--- config.mk ---
export PLATFORM = sky130hd
export DESIGN_NAME = weighted_random_face_select_core
export DESIGN_NICKNAME = d
export VERILOG_FILES = /design/src/sv/wrfs_pkg.sv /design/src/sv/wrfs_wtab.sv /design/src/sv/wrfs_div.sv /design/src/sv/weighted_random_face_select_core.sv
export SDC_FILE = /design/constraint.sdc
export NUM_CORES = 1
export LEC_CHECK = 0
export ABC_AREA = 1
export BUFFER_PORTS_ARGS = -buffer_cell sky130_fd_sc_hd__buf_2
export CAP_MARGIN = 20
export CORE_ASPECT_RATIO = 0.7
export CORE_MARGIN = 8
export CORE_UTILIZATION = 56
export CTS_CLUSTER_DIAMETER = 40
export DETAILED_ROUTE_END_ITERATION = 12
export PLACE_DENSITY = 0.76
export SLEW_MARGIN = 20
export SYNTH_ARGS = -nofsm -noshare
export SYNTH_HDL_FRONTEND = slang
export SYNTH_SLANG_ARGS = --single-unit
--- constraint.sdc ---
create_clock -name i_clk -period 4.6 [get_ports i_clk]
set_input_delay 0.46 -clock i_clk [delete_from_list [all_inputs] [get_ports i_clk]]
set_output_delay 0.46 -clock i_clk [all_outputs]
set_load 0.05 [all_outputs]
--- src/sv/wrfs_pkg.sv ---
`timescale 1ns / 1ps
// Package for the weighted random face select core.
// Holds field widths, codes, state type and parameter defaults; depends on nothing.
package wrfs_pkg;

    localparam int MODE_W   = 2;
    localparam int COUNT_W  = 8;
    localparam int INDEX_W  = 4;
    localparam int WEIGHT_W = 16;
    localparam int RAND_W   = 31;
    localparam int FACE_W   = 5;
    localparam int STATUS_W = 2;

    localparam int DEF_MAX_FACES   = 16;
    localparam int DEF_WEIGHT_BITS = 16;

    // The remainder unit retires one bit of the random word per cycle.
    localparam int                    DIV_CNT_W = 5;
    localparam logic [DIV_CNT_W-1:0] DIV_LAST  = DIV_CNT_W'(RAND_W - 1);

    typedef enum logic [MODE_W-1:0] {
        MODE_LOAD     = 2'd0,
        MODE_UNIFORM  = 2'd1,
        MODE_WEIGHTED = 2'd2,
        MODE_NONE     = 2'd3
    } t_mode;

    typedef enum logic [STATUS_W-1:0] {
        ST_WEIGHTED = 2'd0,
        ST_UNIFORM  = 2'd1,
        ST_FALLBACK = 2'd2,
        ST_BADCOUNT = 2'd3
    } t_status;

    typedef enum logic [2:0] {
        S_IDLE,
        S_SUM,
        S_DIV,
        S_WALK,
        S_DONE
    } t_state;

endpackage

--- src/sv/wrfs_wtab.sv ---
`timescale 1ns / 1ps
// Weight table: one write port, one registered read port, per-entry valid bits.
// Depends on wrfs_pkg.
module wrfs_wtab
    import wrfs_pkg::*;
#(
    parameter int MAX_FACES   = DEF_MAX_FACES,
    parameter int WEIGHT_BITS = DEF_WEIGHT_BITS,
    localparam int IDX_W      = $clog2(MAX_FACES)
) (
    input  logic                   i_clk,
    input  logic                   i_rst_n,
    input  logic                   i_wr_en,
    input  logic [IDX_W-1:0]       i_wr_addr,
    input  logic [WEIGHT_BITS-1:0] i_wr_data,
    input  logic [IDX_W-1:0]       i_rd_addr,
    output logic [WEIGHT_BITS-1:0] o_rd_data
);

    logic [WEIGHT_BITS-1:0] r_mem [MAX_FACES];
    logic [MAX_FACES-1:0]   r_valid;
    logic [WEIGHT_BITS-1:0] r_rd_data;
    logic                   r_rd_ok;

    // An entry never written since reset reads as zero.
    always_ff @(posedge i_clk) begin
        if (!i_rst_n) begin
            r_valid <= '0;
        end else if (i_wr_en) begin
            r_valid[i_wr_addr] <= 1'b1;
        end
    end

    always_ff @(posedge i_clk) begin
        if (i_wr_en) begin
            r_mem[i_wr_addr] <= i_wr_data;
        end
        r_rd_data <= r_mem[i_rd_addr];
        r_rd_ok   <= r_valid[i_rd_addr];
    end

    assign o_rd_data = r_rd_ok ? r_rd_data : '0;

endmodule

--- src/sv/wrfs_div.sv ---
`timescale 1ns / 1ps
// Bit-serial restoring remainder unit: random word modulo a divisor, one bit a cycle.
// Depends on wrfs_pkg.
module wrfs_div
    import wrfs_pkg::*;
#(
    parameter int SUM_W = 20
) (
    input  logic              i_clk,
    input  logic              i_rst_n,
    input  logic              i_start,
    input  logic [RAND_W-1:0] i_dividend,
    input  logic [SUM_W-1:0]  i_divisor,
    output logic              o_done,
    output logic [SUM_W-1:0]  o_rem
);

    logic                 r_busy;
    logic                 r_done;
    logic [DIV_CNT_W-1:0] r_cnt;
    logic [RAND_W-1:0]    r_dvd;
    logic [SUM_W-1:0]     r_dvs;
    logic [SUM_W-1:0]     r_rem;
    logic [SUM_W-1:0]     n_rem;
    logic [SUM_W:0]       shifted;

    always_comb begin
        shifted = {r_rem, r_dvd[RAND_W-1]};
        if (shifted >= {1'b0, r_dvs}) begin
            n_rem = SUM_W'(shifted - {1'b0, r_dvs});
        end else begin
            n_rem = shifted[SUM_W-1:0];
        end
    end

    always_ff @(posedge i_clk) begin
        if (!i_rst_n) begin
            r_busy <= 1'b0;
            r_done <= 1'b0;
            r_cnt  <= '0;
        end else begin
            r_done <= 1'b0;
            if (i_start) begin
                r_busy <= 1'b1;
                r_cnt  <= '0;
            end else if (r_busy) begin
                r_cnt <= r_cnt + 1'b1;
                if (r_cnt == DIV_LAST) begin
                    r_busy <= 1'b0;
                    r_done <= 1'b1;
                end
            end
        end
    end

    always_ff @(posedge i_clk) begin
        if (i_start) begin
            r_dvd <= i_dividend;
            r_dvs <= i_divisor;
            r_rem <= '0;
        end else if (r_busy) begin
            r_dvd <= {r_dvd[RAND_W-2:0], 1'b0};
            r_rem <= n_rem;
        end
    end

    assign o_done = r_done;
    assign o_rem  = r_rem;

endmodule

--- src/sv/weighted_random_face_select_core.sv ---
`timescale 1ns / 1ps
// A load request writes the weight table as it is taken; a roll with a bad face count goes
// straight to the done state. A uniform roll runs the 31-step bit-serial remainder unit.
// A weighted roll makes one pass over the weight table to total the weights (a zero weight
// falls back to a uniform roll), the remainder unit, then a second pass to find the face.
// One request is worked on at a time; a new one is taken while a result waits to be taken.
// Reset (synchronous, active low) makes all weights read as zero and empties the output register.
module weighted_random_face_select_core
    import wrfs_pkg::*;
#(
    parameter int MAX_FACES   = DEF_MAX_FACES,
    parameter int WEIGHT_BITS = DEF_WEIGHT_BITS
) (
    input  logic                i_clk,
    input  logic                i_rst_n,
    input  logic                i_valid,
    output logic                o_stall,
    input  logic [MODE_W-1:0]   i_mode,
    input  logic [COUNT_W-1:0]  i_face_count,
    input  logic [INDEX_W-1:0]  i_face_index,
    input  logic [WEIGHT_W-1:0] i_weight,
    input  logic [RAND_W-1:0]   i_random_word,
    output logic                o_valid,
    input  logic                i_stall,
    output logic [FACE_W-1:0]   o_face,
    output logic [STATUS_W-1:0] o_status
);

    // Table address width, width of a face counter that can hold the face count itself,
    // and width of a running sum of weights, which can never overflow it.
    localparam int IDX_W = $clog2(MAX_FACES);
    localparam int CNT_W = $clog2(MAX_FACES + 1);
    localparam int SUM_W = WEIGHT_BITS + $clog2(MAX_FACES);

    t_state              r_state;
    t_state              n_state;
    logic [CNT_W-1:0]    r_idx;
    logic [CNT_W-1:0]    n_idx;
    logic [CNT_W-1:0]    r_cnt;
    logic [CNT_W-1:0]    n_cnt;
    logic [SUM_W-1:0]    r_total;
    logic [SUM_W-1:0]    n_total;
    t_status             r_kind;
    t_status             n_kind;
    logic [FACE_W-1:0]   r_res_face;
    logic [FACE_W-1:0]   n_res_face;
    logic [RAND_W-1:0]   r_rnd;

    logic                r_out_valid;
    logic [FACE_W-1:0]   r_out_face;
    t_status             r_out_status;

    logic                accept;
    logic                count_bad;
    logic                last_face;
    logic                out_load;
    t_mode               mode;
    logic [CNT_W-1:0]    idx_inc;
    logic [CNT_W+4:0]    idx_face;
    logic [SUM_W:0]      rem_face;
    logic [SUM_W-1:0]    sum_next;

    logic                wr_en;
    logic [WEIGHT_BITS-1:0] rd_weight;
    logic                div_start;
    logic [RAND_W-1:0]   div_dividend;
    logic [SUM_W-1:0]    div_divisor;
    logic                div_done;
    logic [SUM_W-1:0]    div_rem;

    // Requests are taken only between rolls; a finished result moves to the output register,
    // so the next request waits for the consumer only while an earlier result is stalled there.
    assign o_stall  = (r_state != S_IDLE);
    assign accept   = i_valid && !o_stall;
    assign mode     = t_mode'(i_mode);
    assign count_bad = (i_face_count == '0) || (int'(i_face_count) > MAX_FACES);

    assign idx_inc   = r_idx + 1'b1;
    assign last_face = (idx_inc == r_cnt);
    assign idx_face  = (CNT_W + 5)'(r_idx) + 1'b1;
    assign rem_face  = {1'b0, div_rem} + 1'b1;
    assign sum_next  = r_total + SUM_W'(rd_weight);
    assign out_load  = (r_state == S_DONE) && (!r_out_valid || !i_stall);

    // A uniform roll starts the remainder unit at the accept edge, straight from the
    // port. A weighted roll or a fallback starts it later, from the word registered
    // at the accept edge, as the port is free to change once the request is taken.
    assign div_dividend = (r_state == S_IDLE) ? i_random_word : r_rnd;

    // A load whose face index lies outside the table is dropped.
    assign wr_en = accept && (mode == MODE_LOAD) && (int'(i_face_index) < MAX_FACES);

    wrfs_wtab #(
        .MAX_FACES   (MAX_FACES),
        .WEIGHT_BITS (WEIGHT_BITS)
    ) u_wtab (
        .i_clk     (i_clk),
        .i_rst_n   (i_rst_n),
        .i_wr_en   (wr_en),
        .i_wr_addr (IDX_W'(i_face_index)),
        .i_wr_data (WEIGHT_BITS'(i_weight)),
        .i_rd_addr (n_idx[IDX_W-1:0]),
        .o_rd_data (rd_weight)
    );

    wrfs_div #(
        .SUM_W (SUM_W)
    ) u_div (
        .i_clk      (i_clk),
        .i_rst_n    (i_rst_n),
        .i_start    (div_start),
        .i_dividend (div_dividend),
        .i_divisor  (div_divisor),
        .o_done     (div_done),
        .o_rem      (div_rem)
    );

    // Next state.
    always_comb begin
        n_state = r_state;
        case (r_state)
            S_IDLE: begin
                if (accept && (mode == MODE_UNIFORM || mode == MODE_WEIGHTED)) begin
                    if (count_bad) begin
                        n_state = S_DONE;
                    end else if (mode == MODE_UNIFORM) begin
                        n_state = S_DIV;
                    end else begin
                        n_state = S_SUM;
                    end
                end
            end
            S_SUM: begin
                if (rd_weight == '0 || last_face) begin
                    n_state = S_DIV;
                end
            end
            S_DIV: begin
                if (div_done) begin
                    n_state = (r_kind == ST_WEIGHTED) ? S_WALK : S_DONE;
                end
            end
            S_WALK: begin
                if (div_rem < sum_next || last_face) begin
                    n_state = S_DONE;
                end
            end
            S_DONE: begin
                if (out_load) begin
                    n_state = S_IDLE;
                end
            end
            default: begin
                n_state = S_IDLE;
            end
        endcase
    end

    // Datapath control. The table read address is the next face index, so the weight
    // of the current face is on the read port throughout each pass.
    always_comb begin
        n_idx       = r_idx;
        n_cnt       = r_cnt;
        n_total     = r_total;
        n_kind      = r_kind;
        n_res_face  = r_res_face;
        div_start   = 1'b0;
        div_divisor = SUM_W'(r_cnt);
        case (r_state)
            S_IDLE: begin
                n_idx = '0;
                if (accept && (mode == MODE_UNIFORM || mode == MODE_WEIGHTED)) begin
                    n_cnt   = CNT_W'(i_face_count);
                    n_total = '0;
                    if (count_bad) begin
                        n_kind     = ST_BADCOUNT;
                        n_res_face = FACE_W'(1);
                    end else if (mode == MODE_UNIFORM) begin
                        n_kind      = ST_UNIFORM;
                        div_start   = 1'b1;
                        div_divisor = SUM_W'(i_face_count);
                    end else begin
                        n_kind = ST_WEIGHTED;
                    end
                end
            end
            S_SUM: begin
                if (rd_weight == '0) begin
                    n_kind      = ST_FALLBACK;
                    div_start   = 1'b1;
                    div_divisor = SUM_W'(r_cnt);
                end else if (last_face) begin
                    n_total     = sum_next;
                    div_start   = 1'b1;
                    div_divisor = sum_next;
                end else begin
                    n_total = sum_next;
                    n_idx   = idx_inc;
                end
            end
            S_DIV: begin
                if (div_done) begin
                    n_idx   = '0;
                    n_total = '0;
                    n_res_face = rem_face[FACE_W-1:0];
                end
            end
            S_WALK: begin
                n_total = sum_next;
                if (div_rem < sum_next) begin
                    n_res_face = idx_face[FACE_W-1:0];
                end else if (last_face) begin
                    n_res_face = FACE_W'(r_cnt);
                end else begin
                    n_idx = idx_inc;
                end
            end
            S_DONE: begin
                n_idx = r_idx;
            end
            default: begin
                n_idx = '0;
            end
        endcase
    end

    always_ff @(posedge i_clk) begin
        if (!i_rst_n) begin
            r_state     <= S_IDLE;
            r_idx       <= '0;
            r_out_valid <= 1'b0;
        end else begin
            r_state <= n_state;
            r_idx   <= n_idx;
            if (out_load) begin
                r_out_valid <= 1'b1;
            end else if (!i_stall) begin
                r_out_valid <= 1'b0;
            end
        end
    end

    always_ff @(posedge i_clk) begin
        r_cnt      <= n_cnt;
        r_total    <= n_total;
        r_kind     <= n_kind;
        r_res_face <= n_res_face;
        if (accept) begin
            r_rnd <= i_random_word;
        end
        if (out_load) begin
            r_out_face   <= r_res_face;
            r_out_status <= r_kind;
        end
    end

    assign o_valid  = r_out_valid;
    assign o_face   = r_out_face;
    assign o_status = r_out_status;

    // The remainder unit only reports completion while the controller waits for it.
    a_div_done_in_div : assert property (@(posedge i_clk) disable iff (!i_rst_n)
        div_done |-> (r_state == S_DIV))
        else $error("remainder unit finished outside the divide state");

    // A new result appears only as the controller leaves its done state.
    a_out_from_done : assert property (@(posedge i_clk) disable iff (!i_rst_n)
        $rose(o_valid) |-> ($past(r_state) == S_DONE))
        else $error("output register loaded outside the done state");

    // The second pass over the table belongs to a weighted roll that did not fall back.
    a_walk_weighted : assert property (@(posedge i_clk) disable iff (!i_rst_n)
        (r_state == S_WALK) |-> (r_kind == ST_WEIGHTED))
        else $error("table walk entered for a roll that is not weighted");

    // A bad face count always answers face one.
    a_badcount_face : assert property (@(posedge i_clk) disable iff (!i_rst_n)
        (o_valid && (o_status == ST_BADCOUNT)) |-> (o_face == FACE_W'(1)))
        else $error("bad face count answered with a face other than one");

    // Requests are refused for the whole of a roll.
    a_stall_busy : assert property (@(posedge i_clk) disable iff (!i_rst_n)
        (r_state == S_SUM || r_state == S_DIV || r_state == S_WALK) |-> o_stall)
        else $error("request taken during a roll");

endmodule
==> results of run 1 <==
## cells in the final DEF, fill, tap and decap left out, types with 5 or more instances in the layout
master | netlist | final
sky130_fd_sc_hd__nand2_1 | 395 | 378
sky130_fd_sc_hd__clkinv_1 | 3 | 5
sky130_fd_sc_hd__dfxtp_1 | 69 | 66
sky130_fd_sc_hd__ha_1 | 59 | 49
sky130_fd_sc_hd__buf_2 | 59 | 73
sky130_fd_sc_hd__nor3_1 | 12 | 11
sky130_fd_sc_hd__inv_4 | 2 | 5
sky130_fd_sc_hd__nor2_1 | 159 | 138
sky130_fd_sc_hd__ha_4 | 0 | 10
sky130_fd_sc_hd__edfxtp_1 | 377 | 377
sky130_fd_sc_hd__nand2_4 | 1 | 5
sky130_fd_sc_hd__nand2_2 | 6 | 18
sky130_fd_sc_hd__inv_2 | 9 | 11
sky130_fd_sc_hd__nor2_2 | 1 | 19
sky130_fd_sc_hd__o211ai_1 | 7 | 7
sky130_fd_sc_hd__clkinv_2 | 0 | 6
sky130_fd_sc_hd__xnor2_1 | 20 | 18
sky130_fd_sc_hd__clkinv_4 | 0 | 6
sky130_fd_sc_hd__inv_1 | 329 | 323
sky130_fd_sc_hd__a21oi_2 | 1 | 8
sky130_fd_sc_hd__a21oi_1 | 60 | 52
sky130_fd_sc_hd__bufinv_16 | 0 | 5
sky130_fd_sc_hd__nand3b_1 | 68 | 68
sky130_fd_sc_hd__a31oi_1 | 36 | 34
sky130_fd_sc_hd__nand3_1 | 343 | 322
sky130_fd_sc_hd__buf_12 | 0 | 17
sky130_fd_sc_hd__xor2_1 | 22 | 20
sky130_fd_sc_hd__nand4_1 | 8 | 8
sky130_fd_sc_hd__buf_4 | 9 | 70
sky130_fd_sc_hd__o22ai_1 | 7 | 7
sky130_fd_sc_hd__clkbuf_1 | 18 | 10
sky130_fd_sc_hd__nor4_1 | 9 | 9
sky130_fd_sc_hd__clkbuf_16 | 0 | 61
sky130_fd_sc_hd__nand3_2 | 3 | 20
sky130_fd_sc_hd__o21ai_0 | 45 | 43
sky130_fd_sc_hd__buf_6 | 8 | 11
## layout make-up
class	instances	area, um2	share of cell area (%)
Sequential cell	446	12700	49.8
Multi-Input combinational cell	1302	7460	29.2
Timing Repair Buffer	187	1740	6.82
Clock buffer	63	1330	5.21
Inverter	343	1310	5.11
Tap cell	496	621	2.43
Clock inverter	29	363	1.42
Timing Repair inverter	1	11.3	0.0441
Antenna cell	3	7.51	0.0294
## what timing repair did
item | 4_1_cts | 5_1_grt
setup endpoints to repair | 14 | 27
buffers inserted | 0 | 29
cloned | 0 | 14
pin swaps | 1 | 43
hold buffers | 0 | 0
resized for setup | 4 | 144
## kinds of logic after synthesis
kind of cell	share of synthesized area (%)
fa+ha+maj	3.63
buf+inv	8.47
xor+xnor	1.87
compound gates	5.18
simple gates	21.6
flops	59.2
## registers in the layout, indices dropped and copies added, names as in the netlist, 2 cells and up
register	count
r_kind	2
u_div.r_dvd	31
r_state	3
r_rnd	31
u_div.o_rem	20
r_res_face	5
r_total	20
r_cnt	5
o_face	5
u_wtab.r_rd_data	16
u_wtab.r_valid	16
o_status	2
u_div.r_cnt	5
u_wtab.r_mem	256
u_div.r_dvs	20
r_idx	5
## power groups by stage
stage / clock (uW) / combinational [uW] / sequential, uW
after floorplan: 0 / 2580 / 5310
after global routing: 4260 / 4760 / 5350
after global placement: 0 / 3600 / 5340
after detailed placement: 0 / 3720 / 5350
after CTS: 4100 / 3760 / 5270
final: 4090 / 4380 / 5310
## worst reg2reg max path: cells and delay by family (launching register included)
family | cells | cell delay [ps]
AOI/OAI and AO/OA | 5 | 830
buffers and inverters | 5 | 630
DFF | 1 | 400
adders and majority gates | 2 | 480
and+or+nand+nor | 21 | 1870
xor gates and xnor gates | 1 | 280
## routing by layer
metal  routed length, um  part of all wire, %  global-route usage (%)
met1               24200                   41                    32.8
met2               26900                   45                    36.4
met5                  13                0.022                       0
met4                1940                  3.3                    7.13
met3                6400                   11                    4.41
## per-stage QoR
step	util (%)	setup TNS, ps	instance area [um2]	setup slack, ps
2_1_floorplan	-	0	21400	394
3_3_place_gp	59.5	0	22700	104
3_5_place_dp	59.5	-722	22700	-112
4_1_cts	64.0	0	24400	50.7
5_1_grt	67.1	-3220	25500	-236
6_report	67.1	0	25500	4.74
## worst paths after layout
kind | startpoint | to | slack (ps) | depth (start not counted)
worst max register to register | u_wtab.r_rd_ok | u_wtab.r_rd_data[12] | 5 | 34
worst min-delay path | i_random_word[0] | r_rnd[0] | 60 | 1
worst max-delay path | u_wtab.r_rd_ok | u_wtab.r_rd_data[12] | 5 | 34
worst min register to register | r_res_face[3] | o_face[3] | 430 | 0
==> flow_metrics.py, run 1 <==
metrics = {
    "setup_path": {
        "timing.critical_path.buf_inv": 5,
        "worst_endpoint_required_time_ps": 5090,
        "cpPeakStageDelay_ps": 400,
        "kind_of_launch_point_of_the_worst_setup_path": "flop",
        "end_kind": "flop",
        "crit_fanout": 20,
        "worst_path_most_repeated_cell": "sky130_fd_sc_hd__nand2_1",
        "slowest_stage_cell_cp": "sky130_fd_sc_hd__dfxtp_4",
        "timing.critical_path.max_delay_family": "simple AND/OR/NAND/NOR gates",
        "setup.worst_path.class": "reg -> reg",
        "worst-endpoint-arrival_ps": 5080,
    },
    "yosys": {
        "syn_nets": 2312,
        "synthArstFlopShare_pct": 0,
        "syn_area_um2": 21400,
        "yosysWarningCount": 0,
        "postSynth.topFlopCell": "sky130_fd_sc_hd__edfxtp_1",
        "post_synthesis_instance_total": 2186,
        "post_synth_num_cell_types": 51,
        "number_of_flip_flops_and_latches_in_the_synthesized_netlist": 446,
        "synth_area_leader_cell": "sky130_fd_sc_hd__edfxtp_1",
        "synth.avg_cell_area_um2": 9.81,
        "synth.yosys.seq_area_share_pct": 59.2,
        "yosys-top-cells-area": "sky130_fd_sc_hd__edfxtp_1, sky130_fd_sc_hd__nand3_1, sky130_fd_sc_hd__nand2_1, sky130_fd_sc_hd__dfxtp_1, sky130_fd_sc_hd__inv_1",
        "synth_enable_flop_cells": 377,
        "yosys.cell_count.top_type": "sky130_fd_sc_hd__nand2_1",
        "synthDominantCellAreaShare_pct": 52.8,
        "yosys-top-cells-count": "sky130_fd_sc_hd__nand2_1, sky130_fd_sc_hd__edfxtp_1, sky130_fd_sc_hd__nand3_1",
    },
    "clock_tree": {
        "insertion_delay_ps": 610,
        "numClockSinks": 446,
        "tritoncts.num_buffers": 49,
        "clock_path_buffers": 3,
        "cts-htree-levels": 2,
        "tritoncts_clock_tree": "built",
        "cts.root.buffer_cell": "sky130_fd_sc_hd__clkbuf_16",
        "clkSlewWorstSetupHoldPaths_ps": 70,
    },
    "place": {
        "dp_hpwl_um": 34700,
        "gp_congestion": 0.896,
        "post-place-cells": 2732,
        "port_buffers": 73,
    },
    "sta": {
        "final_hold_viols": 0,
        "hold-worst-slack_ps": 62.4,
        "finalSetupViolations": 0,
        "max-slew-margin-rel_pct": 21.6,
        "worst_slew_pin_slew_ps": 1170,
        "min_period_over_period_pct": 99.9,
        "clock-skew-final_ps": 38.4,
        "max_freq_mhz": 218,
        "period_minus_slack_ps": 4600,
        "final-max-slew-violation-count": 0,
        "rsz0062_at_grt": "true",
    },
    "pwr": {
        "power.net_switching_uw": 4850,
        "power_leakage_uw": 0.0107,
        "power.share.clock_pct": 29.7,
        "report.power.total_uw": 13800,
        "power_frac_seq_pct": 38.5,
        "p_comb_share_pct": 31.8,
        "sw_frac_of_total_pct": 35.2,
        "power.ir.vdd_worst_v": 0.000453,
        "power.internal_uw": 8930,
        "power-per-cell-area_nw_per_um2": 539,
    },
    "grt": {
        "grt_antenna_before_repair": 4,
        "overflow": 0,
        "grt_pass1_wl_um": 83800,
        "grtUsageTotal_pct": 23.3,
        "grt_start_max_net_pins": 96,
        "first_global_vias": 15405,
    },
    "detailed_routing": {
        "wl_um": 59500,
        "detailedRoute.firstIterationViolations": 2166,
        "drt_pre_antenna_iters": 6,
        "num_vias": 16619,
        "route.detailed.drc": 0,
        "antenna_left": 0,
        "vias_per_cell": 5.79,
        "route.detailed.wl_per_inst_um": 20.7,
    },
    "floorplanning": {
        "ios": 74,
        "die_area_um2": 44900,
        "floorplan.die.height_um": 180,
        "rows": 60,
        "design.core.area_um2": 38100,
        "fp.dieW_um": 250,
        "initial_cell_density_of_the_core_pct": 56.3,
    },
    "outcome": {
        "run_status": "completed",
    },
    "cells_and_area": {
        "finalNetCount": 2456,
        "final-instance-count-excl-fill": 2870,
        "post_route_cells_drive_above_1_share_pct": 16.9,
        "fillCellCount": 2640,
        "area_growth_syn_to_layout_pct": 19.1,
    },
    "min_path": {
        "min_path_type": "in -> reg",
    },
    "job": {
        "drv.max_cap_violation_count": 0,
    },
}
No activity file was read; power rests on OpenSTA's default activity.
==> inputs of run 2 (changes only) <==
Settings changed: SYNTH_HIERARCHICAL set to 1.
==> run 2 against run 1 <==
Net effect:
- flip-flop and latch count unchanged
- wire length down 1.2%
- setup slack gained 150 ps
- sequential power about the same
- utilization shrank 0.97 points
- register-to-register slack better by 150 ps
- clock power is 4% lower
- sequential share of layout area is 0.061 points higher
- maximum frequency up 3.5%
- cell count grew 9.7%
- die area up 2.3%
==> flow_metrics.py, run 2 <==
metrics = {
    "yosys": {
        "yosysWarningCount": 6,
        "synth-simple-area-share_pct": 25.6,
        "syn_nets": 2583,
        "synth_compound_gate_area_share_pct": 3.07,
        "synthArstFlopShare_pct": 0,
        "synth.avg_cell_area_um2": 8.94,
        "synth_top_family_by_area": "simple AND/OR/NAND/NOR gates",
        "yosys-top-cells-count": "sky130_fd_sc_hd__nand2_1, sky130_fd_sc_hd__inv_1, sky130_fd_sc_hd__edfxtp_1",
        "yosys-top-cells-area": "sky130_fd_sc_hd__edfxtp_1, sky130_fd_sc_hd__nand2_1, sky130_fd_sc_hd__inv_1, sky130_fd_sc_hd__nand3_1, sky130_fd_sc_hd__dfxtp_1",
        "multiplexer_share_of_the_synthesized_area_pct": 0,
        "post_synthesis_instance_total": 2457,
        "syn_area_um2": 22000,
        "synth_enable_flop_cells": 377,
        "yosys.cell_count.top_type": "sky130_fd_sc_hd__nand2_1",
        "number_of_flip_flops_and_latches_in_the_synthesized_netlist": 446,
        "synth.yosys.seq_area_share_pct": 57.8,
        "synth_xor_xnor_area_share_pct": 1.31,
        "synthDominantCellAreaShare_pct": 51.5,
        "synth_area_leader_cell": "sky130_fd_sc_hd__edfxtp_1",
        "synth_adder_area_share_pct": 3.54,
        "post_synth_num_cell_types": 51,
        "postSynth.topFlopCell": "sky130_fd_sc_hd__edfxtp_1",
    },
    "floorplanning": {
        "fp.dieW_um": 253,
        "rows": 60,
        "ios": 74,
        "design.core.area_um2": 38600,
        "initial_cell_density_of_the_core_pct": 56.9,
        "die_area_um2": 45900,
        "floorplan.die.height_um": 182,
    },
    "min_path": {
        "min_path_type": "in -> reg",
        "hold_path_startpoint": "i_random_word[19]",
    },
    "place": {
        "dp_hpwl_um": 34100,
        "port_buffers": 73,
        "gp_congestion": 0.932,
        "dpl_worst_slack_ps": -28.1,
    },
    "detailed_routing": {
        "antenna_left": 0,
        "num_vias": 17190,
        "drt_pre_antenna_iters": 9,
        "route.detailed.drc": 0,
        "route.detailed.wl_per_inst_um": 18.7,
        "detailedRoute.firstIterationViolations": 2100,
        "vias_per_cell": 5.46,
        "wl_um": 58700,
    },
    "grt": {
        "grt_antenna_before_repair": 4,
        "overflow": 0,
        "grt_pass1_wl_um": 84000,
        "first_global_vias": 15956,
        "grtUsageTotal_pct": 22.9,
        "grt_start_max_net_pins": 73,
    },
    "setup_path": {
        "worst-endpoint-arrival_ps": 4910,
        "timing.critical_path.max_delay_family": "simple AND/OR/NAND/NOR gates",
        "worst_path_most_repeated_cell": "sky130_fd_sc_hd__nand2_1",
        "worst_r2r_startpoint": "u_wtab/r_rd_ok",
        "slowest_stage_cell_cp": "sky130_fd_sc_hd__dfxtp_4",
        "end_kind": "flop",
        "worst_endpoint_required_time_ps": 5070,
        "timing.critical_path.buf_inv": 7,
        "kind_of_launch_point_of_the_worst_setup_path": "flop",
        "setup.worst_path.class": "reg -> reg",
        "cpPeakStageDelay_ps": 370,
        "crit_fanout": 9,
        "launching_element_of_the_worst_setup_path": "u_wtab/r_rd_ok",
    },
    "sta": {
        "finalSetupViolations": 0,
        "worst_slew_pin_slew_ps": 1160,
        "max_freq_mhz": 225,
        "final_hold_viols": 0,
        "hold-worst-slack_ps": 74.2,
        "setup_tns_ps": 0,
        "max-slew-margin-rel_pct": 22.9,
        "period_minus_slack_ps": 4440,
        "post-route-worst-setup-slack_ps": 158,
        "min_period_over_period_pct": 96.6,
        "final-max-slew-violation-count": 0,
        "clock-skew-final_ps": 32.4,
    },
    "cells_and_area": {
        "area_growth_syn_to_layout_pct": 16.1,
        "reg_top3": "u_wtab/r_mem (256), r_rnd (31), u_div/r_dvd (31)",
        "layout_commonest_cell": "sky130_fd_sc_hd__nand2_1",
        "layout.cells.most_common_list": "sky130_fd_sc_hd__nand2_1, sky130_fd_sc_hd__inv_1, sky130_fd_sc_hd__edfxtp_1",
        "post_route_cells_drive_above_1_share_pct": 12.7,
        "number_of_flip_flops_under_the_largest_register_name": 256,
        "most_flops_register": "u_wtab/r_mem",
        "finalNetCount": 2703,
    },
    "clock_tree": {
        "tritoncts.num_buffers": 49,
        "clock_path_buffers": 3,
        "insertion_delay_ps": 590,
        "numClockSinks": 446,
        "cts.root.buffer_cell": "sky130_fd_sc_hd__clkbuf_16",
        "tritoncts_clock_tree": "built",
        "clkSlewWorstSetupHoldPaths_ps": 70,
        "cts-htree-levels": 2,
        "cts_hold_repair.buffers": 0,
    },
    "outcome": {
        "run_status": "completed",
    },
    "pwr": {
        "power-per-cell-area_nw_per_um2": 508,
        "report.power.total_uw": 13000,
        "power_leakage_uw": 0.0115,
        "power.ir.vdd_worst_v": 0.000424,
    },
    "job": {
        "drv.max_cap_violation_count": 0,
    },
}
run 2: cells by family (layout without fill, tap and decap cells):
logic type      Yosys count  after routing
simple gates           1318           1318
buf+inv                 484            645
flops                   446            446
compound gates          116            116
fa+ha+maj                61             61
xor+xnor                 32             32
other cells               0              2
run 2: area by class of cell:
class	count	area, um2
multi-input cells	1527	7630
clock inverters	28	293
flip-flops and latches	446	12700
fillers	2964	13100
well taps	527	659
inverters	400	1520
repair inverters	1	6.26
diodes	2	5.00
clock buffers	64	1320
repair buffers	152	1370
run 2: worst reg2reg max path: cells and delay by family (launching register included):
family / cells / cell delay [ps]
AND/OR/NAND/NOR: 20 / 2070
buffers and inverters: 7 / 1000
adder cells (fa/ha/maj): 2 / 620
flip-flops: 1 / 370
XOR/XNOR: 1 / 180
AO/OA/AOI/OAI: 1 / 130
run 2: timing repair:
| action | 4_1_cts | 5_1_grt |
|---|---|---|
| cloned | 1 | 18 |
| gates resized for setup | 3 | 74 |
| pin swaps | 0 | 18 |
| setup buffers | 0 | 13 |
| endpoints found under the setup margin | 17 | 17 |
run 2: worst paths after layout:
| path | endpoint | slack [ps] | cells past startpoint |
|---|---|---|---|
| setup / recovery | u_wtab/r_rd_data[1] | 160 | 31 |
| hold / removal | r_rnd[19] | 70 | 1 |
| setup reg to reg | u_wtab/r_rd_data[1] | 160 | 31 |
| hold reg to reg | o_face[3] | 430 | 0 |
run 2: per-stage QoR:
| stage | utilization (%) | instances | instance area (um2) |
|---|---|---|---|
| after CTS | 64.1 | 3113 | 24700 |
| after global routing | 66.1 | 3147 | 25500 |
| after detailed placement | 59.8 | 3020 | 23100 |
| after floorplan | - | 2457 | 22000 |
| after global placement | 59.8 | 3020 | 23100 |
| final | 66.1 | 3147 | 25500 |
run 2: per-layer routing:
metal / global-route usage [%] / share of wire, % / vias up
met5: 0 / 0.046 / -
met2: 36.0 / 45 / 868
met1: 32.3 / 42 / 7964
met4: 6.61 / 2.9 / 4
met3: 4.22 / 11 / 162
li1: - / - / 8192
run 2: report_power, final:
group | switching (uW) | internal (uW) | leakage, uW
Combinational | 2490 | 1220 | 0.00673
Clock | 1680 | 2240 | 0.000794
Sequential | 250 | 5060 | 0.00400
